==> src/rtl/chbh_pkg.sv <==
// ----------------------------------------------------------------------------
// chbh_pkg
// Shared types and constants of the chained-bucket hash table unit.
// ----------------------------------------------------------------------------
package chbh_pkg;

   localparam int KEY_BITS        = 31;
   localparam int VALUE_PORT_BITS = 64;

   // remainder unit: digits per cycle over the key padded to a whole number of digits
   localparam int MOD_BITS     = 4;
   localparam int KEY_PAD_BITS = 32;
   localparam int MOD_STEPS    = KEY_PAD_BITS / MOD_BITS;

   localparam logic CMD_INSERT = 1'b0;
   localparam logic CMD_SEARCH = 1'b1;

   typedef enum logic [1:0] {
      STAT_OK   = 2'd0,
      STAT_MISS = 2'd1,
      STAT_FULL = 2'd2
   } status_type;

   typedef struct packed {
      logic                       cmd;
      logic [KEY_BITS-1:0]        key;
      logic [VALUE_PORT_BITS-1:0] value;
   } req_type;

   typedef struct packed {
      status_type                 status;
      logic [VALUE_PORT_BITS-1:0] found_value;
   } rsp_type;

   // controller to datapath
   typedef struct packed {
      logic       clr_step;
      logic       load;
      logic       head_rd;
      logic       take_head;
      logic       meta_rd;
      logic       follow;
      logic       slot_clr;
      logic       slot_rd;
      logic       slot_inc;
      logic       ins_slot;
      logic       link;
      logic       alloc;
      logic       alloc_head;
      logic       rsp_go;
      logic       rsp_hit;
      status_type rsp_status;
   } ctrl_cmd_type;

   // datapath to controller
   typedef struct packed {
      logic clr_done;
      logic mod_done;
      logic is_search;
      logic head_valid;
      logic next_valid;
      logic block_full;
      logic pool_full;
      logic key_match;
      logic slot_last;
   } dp_stat_type;

endpackage

==> src/rtl/chbh_ctrl.sv <==
// ----------------------------------------------------------------------------
// chbh_ctrl
// Controller: sequences hashing, chain walk, insertion and the result.
// ----------------------------------------------------------------------------
module chbh_ctrl (
   input  logic                   clock,
   input  logic                   reset,
   input  logic                   start,
   output logic                   busy,
   input  chbh_pkg::dp_stat_type  stat,
   output chbh_pkg::ctrl_cmd_type cmd
);

   typedef enum logic [9:0] {
      ST_CLEAR    = 10'b00_0000_0001,
      ST_IDLE     = 10'b00_0000_0010,
      ST_HASH     = 10'b00_0000_0100,
      ST_HEAD_CHK = 10'b00_0000_1000,
      ST_META_RD  = 10'b00_0001_0000,
      ST_META_CHK = 10'b00_0010_0000,
      ST_ALLOC    = 10'b00_0100_0000,
      ST_SLOT_RD  = 10'b00_1000_0000,
      ST_SLOT_CHK = 10'b01_0000_0000,
      ST_SPARE    = 10'b10_0000_0000
   } state_type;

   state_type state_ff, state_in;

   always_comb begin
      cmd      = '0;
      state_in = state_ff;
      case (state_ff)
         ST_CLEAR: begin
            cmd.clr_step = 1'b1;
            if (stat.clr_done) begin
               state_in = ST_IDLE;
            end
         end
         ST_IDLE: begin
            if (start) begin
               cmd.load = 1'b1;
               state_in = ST_HASH;
            end
         end
         ST_HASH: begin
            if (stat.mod_done) begin
               cmd.head_rd = 1'b1;
               state_in    = ST_HEAD_CHK;
            end
         end
         ST_HEAD_CHK: begin
            if (stat.head_valid) begin
               cmd.take_head = 1'b1;
               state_in      = ST_META_RD;
            end else if (stat.is_search) begin
               cmd.rsp_go     = 1'b1;
               cmd.rsp_status = chbh_pkg::STAT_MISS;
               state_in       = ST_IDLE;
            end else if (stat.pool_full) begin
               cmd.rsp_go     = 1'b1;
               cmd.rsp_status = chbh_pkg::STAT_FULL;
               state_in       = ST_IDLE;
            end else begin
               // empty bucket: new block becomes the chain head
               cmd.alloc      = 1'b1;
               cmd.alloc_head = 1'b1;
               cmd.rsp_go     = 1'b1;
               cmd.rsp_status = chbh_pkg::STAT_OK;
               state_in       = ST_IDLE;
            end
         end
         ST_META_RD: begin
            cmd.meta_rd = 1'b1;
            state_in    = ST_META_CHK;
         end
         ST_META_CHK: begin
            if (stat.is_search) begin
               cmd.slot_clr = 1'b1;
               state_in     = ST_SLOT_RD;
            end else if (stat.next_valid) begin
               cmd.follow = 1'b1;
               state_in   = ST_META_RD;
            end else if (!stat.block_full) begin
               cmd.ins_slot   = 1'b1;
               cmd.rsp_go     = 1'b1;
               cmd.rsp_status = chbh_pkg::STAT_OK;
               state_in       = ST_IDLE;
            end else if (stat.pool_full) begin
               cmd.rsp_go     = 1'b1;
               cmd.rsp_status = chbh_pkg::STAT_FULL;
               state_in       = ST_IDLE;
            end else begin
               // last block full: point it at the block about to be taken
               cmd.link = 1'b1;
               state_in = ST_ALLOC;
            end
         end
         ST_ALLOC: begin
            cmd.alloc      = 1'b1;
            cmd.rsp_go     = 1'b1;
            cmd.rsp_status = chbh_pkg::STAT_OK;
            state_in       = ST_IDLE;
         end
         ST_SLOT_RD: begin
            cmd.slot_rd = 1'b1;
            state_in    = ST_SLOT_CHK;
         end
         ST_SLOT_CHK: begin
            if (stat.key_match) begin
               cmd.rsp_go     = 1'b1;
               cmd.rsp_hit    = 1'b1;
               cmd.rsp_status = chbh_pkg::STAT_OK;
               state_in       = ST_IDLE;
            end else if (!stat.slot_last) begin
               cmd.slot_inc = 1'b1;
               state_in     = ST_SLOT_RD;
            end else if (stat.next_valid) begin
               cmd.follow = 1'b1;
               state_in   = ST_META_RD;
            end else begin
               cmd.rsp_go     = 1'b1;
               cmd.rsp_status = chbh_pkg::STAT_MISS;
               state_in       = ST_IDLE;
            end
         end
         default: begin
            state_in = ST_IDLE;
         end
      endcase
   end

   always_ff @(posedge clock) begin
      if (reset) begin
         state_ff <= ST_CLEAR;
      end else begin
         state_ff <= state_in;
      end
   end

   assign busy = (state_ff != ST_IDLE);

endmodule

==> config.mk <==
export PLATFORM = sky130hd
export DESIGN_NAME = chbh_ctrl
export DESIGN_NICKNAME = d
export VERILOG_FILES = /design/src/rtl/chbh_pkg.sv /design/src/rtl/chbh_ctrl.sv
export SDC_FILE = /design/constraint.sdc
export NUM_CORES = 1
export LEC_CHECK = 0
export BUFFER_PORTS_ARGS = -buffer_cell sky130_fd_sc_hd__clkbuf_2
export CORE_MARGIN = 2
export CORE_UTILIZATION = 40
export DETAILED_ROUTE_END_ITERATION = 10
export GPL_TIMING_DRIVEN = 1
export PLACE_DENSITY = 0.69
export SETUP_SLACK_MARGIN = 0.15
export SLEW_MARGIN = 10
export SYNTH_ARGS = -nofsm -noshare
export SYNTH_HDL_FRONTEND = slang
export SYNTH_SLANG_ARGS = --single-unit
==> constraint.sdc <==
create_clock -name clock -period 2.3 [get_ports clock]
set_clock_uncertainty 0.15 [all_clocks]
set_input_delay 0 -clock clock [delete_from_list [all_inputs] [get_ports clock]]
set_output_delay 0 -clock clock [all_outputs]
set_load 0.01 [all_outputs]
==> After elaboration in Yosys (flattened, before gate mapping) <==
Index checks and enable logic that the tools add are counted.
{ "word_totals": {"ff_bits": 10, "inputBits": 12, "output_inout_bits": 18, "wordCells": 77} }
{ "op_classes": {"eq_ne": 13, "muxes": 62, "n_reduce_logical": 1} }
{ "ops": {"columns": ["op", "n"], "rows": [
  ["$mux W10", 8],
  ["$pmux W10 S8", 1],
  ["$mux W1", 34],
  ["$mux W2", 11],
  ["$eq A10 B1 Y1 const B", 1],
  ["$eq A10 B2 Y1 const B", 1],
  ["$eq A10 B3 Y1 const B", 1],
  ["$eq A10 B4 Y1 const B", 1],
  ["$eq A10 B5 Y1 const B", 1],
  ["$eq A10 B6 Y1 const B", 1],
  ["$eq A10 B7 Y1 const B", 1],
  ["$eq A10 B8 Y1 const B", 1],
  ["$eq A10 B9 Y1 const B", 1],
  ["$mux W5", 2],
  ["$ne A10 B2 Y1 const B", 1],
  ["$mux W7", 1],
  ["$ne A2 B2 Y1 const B", 3],
  ["$pmux W2 S3", 1],
  ["$pmux W1 S2", 2],
  ["$pmux W1 S4", 1],
  ["$mux W3", 1],
  ["$reduce_and A3 Y1", 1]
]} }

==> Longest topological paths before layout <==
{ "depth": {"word_depth": 5, "ltp_mapped": 6} }

==> Worst setup path before layout <==
Ideal clock, no wire load.
{ "synth_timing": {"kind": "reg2reg", "startpoint": "reg state_ff[0]", "endpoint": "reg state_ff[1]", "setup_time_ps": 138, "t_arrival_ps": 1563, "t_required_ps": 2012, "slack_ps": 450, "path_stages_with_launch": 7, "path_buffers": 1, "cell_sequence": "dfxtp_1 > buf_6 > or3_1 > or4_4 > a21boi_2 > a21o_1 > a31oi_2"} }
{ "synth_via": {"elab_chain_cells": 3, "word_cells_on_any_way": 13, "cone_classes": "eq/ne: 11; mux: 1; reduce/logical: 1"} }
{ "synth_rtl": {"columns": ["item", "line", "source"], "rows": [
  ["from (decl)", "chbh_ctrl.sv:27", "state_type state_ff, state_in;"],
  ["from (signal assigned)", "chbh_ctrl.sv:136", "state_ff <= state_in;"],
  ["$eq A10 B1 Y1 (tied with other cells)", "chbh_ctrl.sv:32", "case (state_ff)"],
  ["$ne A2 B2 Y1 (no source line)", null, null],
  ["$reduce_and A3 Y1 (no source line)", null, null]
]} }
Parallel ways exist; a longest one is shown, timed or not.
A chain may end at the register's enable or synchronous reset.

==> flow_summary.toml <==
[status]
status = "finished, final reports clean"

[clock_tree]
cts_buffer_depth = 2
cts_sinks = 9
cts_root_buf = "clkbuf_4"
cts_tree = "yes"
numCtsBuffers = 3
htreeDepth = 1
path_clk_slew_ns = 0.06
insertion_delay_ns = 0.26

[timing]
rsz0062_at_grt = "yes"
slew_headroom = 0.717
fin_crit_ns = 2.11
fin_setup_tns_ns = 0
drv_slew = 0
layout_setup_ws_ns = 0.189
worstMarginPinSlew_ns = 0.419
max_freq_mhz = 474
timing.final.crit_share = 0.918
finalHoldViolCount = 0
setup_viol = 0

[worst_setup_path]
crit_required_ns = 2.15
slowest_stage = "dfxtp_2"
crit_arrival_ns = 1.96
worstPathCellList = "nor4_4, nand4b_1, buf_4, nor3b_2, o21a_1, clkbuf_2"
critPathTopFamily = "simple AND/OR/NAND/NOR gates"
cp-end-kind = "primary output"
critPathLaunchType = "flop"
critical_path_class = "flop to primary output"
cp_slowest_stage_delay_ns = 0.38
path_buf_inv = 2
cp_max_fo = 9

[final_layout]
utilization = 0.633
antenna_cells = 0
reg_top3 = "state_ff x9"
syn_to_final_growth_pct = 50.8
fillers = 155
design_area_um2 = 1070
drive_gt1_frac = 0.393
fin_nets = 153
top_register = "state_ff"
largest_register_ffs = 9
layoutNonFillerInstCount = 157

[routing]
drc = 0
drt-initial-drc-count = 23
drtAntennaViolNets = 0
wl_um = 2140
wl_per_cell_um = 13.7
via_count = 888
routed_via_density = 5.66
drtPass1Iterations = 4

[global_routing]
grt_util_all_layers = 0.202
antenna_found_initial = 0
grt_first_pass_wirelength_um = 3130
grt_pass1_vias = 792
grt_overflow = 0
grt_max_degree = 11

[die]
die-area_um2 = 2130
die_w_um = 46.1
start_util = 0.420
die_h_um = 46.1
io_pins = 30
placement_rows = 15
core_area_um2 = 1690

[logic_synthesis]
avgSynthCellArea_um2 = 7.80
yosys-top-cells-count = "nor2_1 (12), dfxtp_1 (9), inv_1 (7), nor3_1 (7), nand2_1 (6)"
synthCells = 91
synth_async_sr_flop_share = 0
synth.net_count = 103
ys_ff_latch = 9
netlist_area_um2 = 709
ys_top_cells_by_area = "dfxtp_1 (25%), nor2_1 (6.3%), nor3_1 (4.9%), inv_1 (3.7%), nand2b_1 (3.5%)"
synth-seq-area-share = 0.254
synth_edf_count = 0
ys_warn_count = 0
yosys.area.top_type = "dfxtp_1"
ys.flop_type = "dfxtp_1"
yosysMostFrequentCell = "nor2_1"
synthDistinctLibCells = 40
synth_top_area_share = 0.254

[placed_design]
port_buffers = 29
preCtsSetupSlack_ns = 0.322
place.gp.congestion = 0.769
dp_hpwl_um = 1390
place_area_um2 = 860
dpl.cell_count = 135

[worst_hold_path]
hold_class = "primary input to flop"

[power_and_ir_drop]
p_leak_nw = 0.494
power_density_nw_per_um2 = 415
peakVddDrop_uv = 167

[run]
max_cap_viol_count = 0
-- metrics by stage --
step	power, W	hold WS (ns)
4_1_cts	0.000437	0.0173
5_1_grt	0.000469	0.0706
6_report	0.000444	0.0431
2_1_floorplan	0.000257	-0.102
3_3_place_gp	0.000286	0.0597
3_5_place_dp	0.000288	0.0656
-- worst reg2reg max path: stages (launching register included) --
cell           delay [ns]
dfxtp_2              0.38
nor4_4               0.31
nand4b_1             0.27
nor3_1               0.25
dlygate4sd3_1        0.58
o21a_1               0.10
-- cells by family after synthesis --
family          count (synthesis)  share of synthesized area
xor+xnor                        1                     0.0123
compound gates                 18                      0.187
buf+inv                        10                     0.0652
simple gates                   53                      0.481
flops                           9                      0.254
-- per-layer routing --
metal	up-vias	global-route usage	routed length, um
met5	-	0	0
met4	0	0.0914	19
li1	436	-	-
met1	402	0.230	889
met2	46	0.369	1080
met3	4	0.0235	153
-- what timing repair did --
| action | CTS | global route |
|---|---|---|
| setup buffers | 4 | 5 |
| pin swaps | 3 | 6 |
| setup endpoints to repair | 6 | 9 |
| hold buffers | 9 | 0 |
| endpoints found under the hold margin | 7 | 0 |
| gates resized for setup | 1 | 6 |
-- power breakdown --
group,leakage [nW],switching [W],internal (W)
registers,0.0743,0.0000179,0.000164
clock network,0.0150,0.0000569,0.0000670
logic,0.405,0.0000703,0.0000680
-- cells in the final DEF (no fill, tap or decap), types with 2 or more instances in the layout --
cell	n
dfxtp_1	6
nor3_1	6
nand2b_1	4
dfxtp_2	3
buf_4	9
clkbuf_4	3
or3_1	2
clkbuf_2	29
a21oi_1	4
nor2_1	12
inv_1	7
nor4_1	2
nand4b_1	2
and2_1	2
o21a_1	3
nand2_1	6
dlygate4sd3_1	9
nor3b_1	3
-- final timing paths --
kind	end	slack [ns]	depth (start not counted)	startpoint
setup / recovery	cmd[11]	0.19	6	state_ff[3]
hold / removal	state_ff[4]	0.04	4	stat[5]
setup reg to reg	state_ff[7]	0.22	5	state_ff[3]
hold reg to reg	state_ff[5]	0.46	2	state_ff[4]
-- final cells by class --
cell class / count / area [um^2] / share of cell area
multi-input combinational: 72 / 505 / 0.473
sequential: 9 / 184 / 0.172
tap: 17 / 21.3 / 0.0199
inverter: 8 / 30.0 / 0.0281
timing repair buffer: 47 / 303 / 0.283
clock buffer: 4 / 26.3 / 0.0246
No activity file was read; power rests on OpenSTA's default activity.
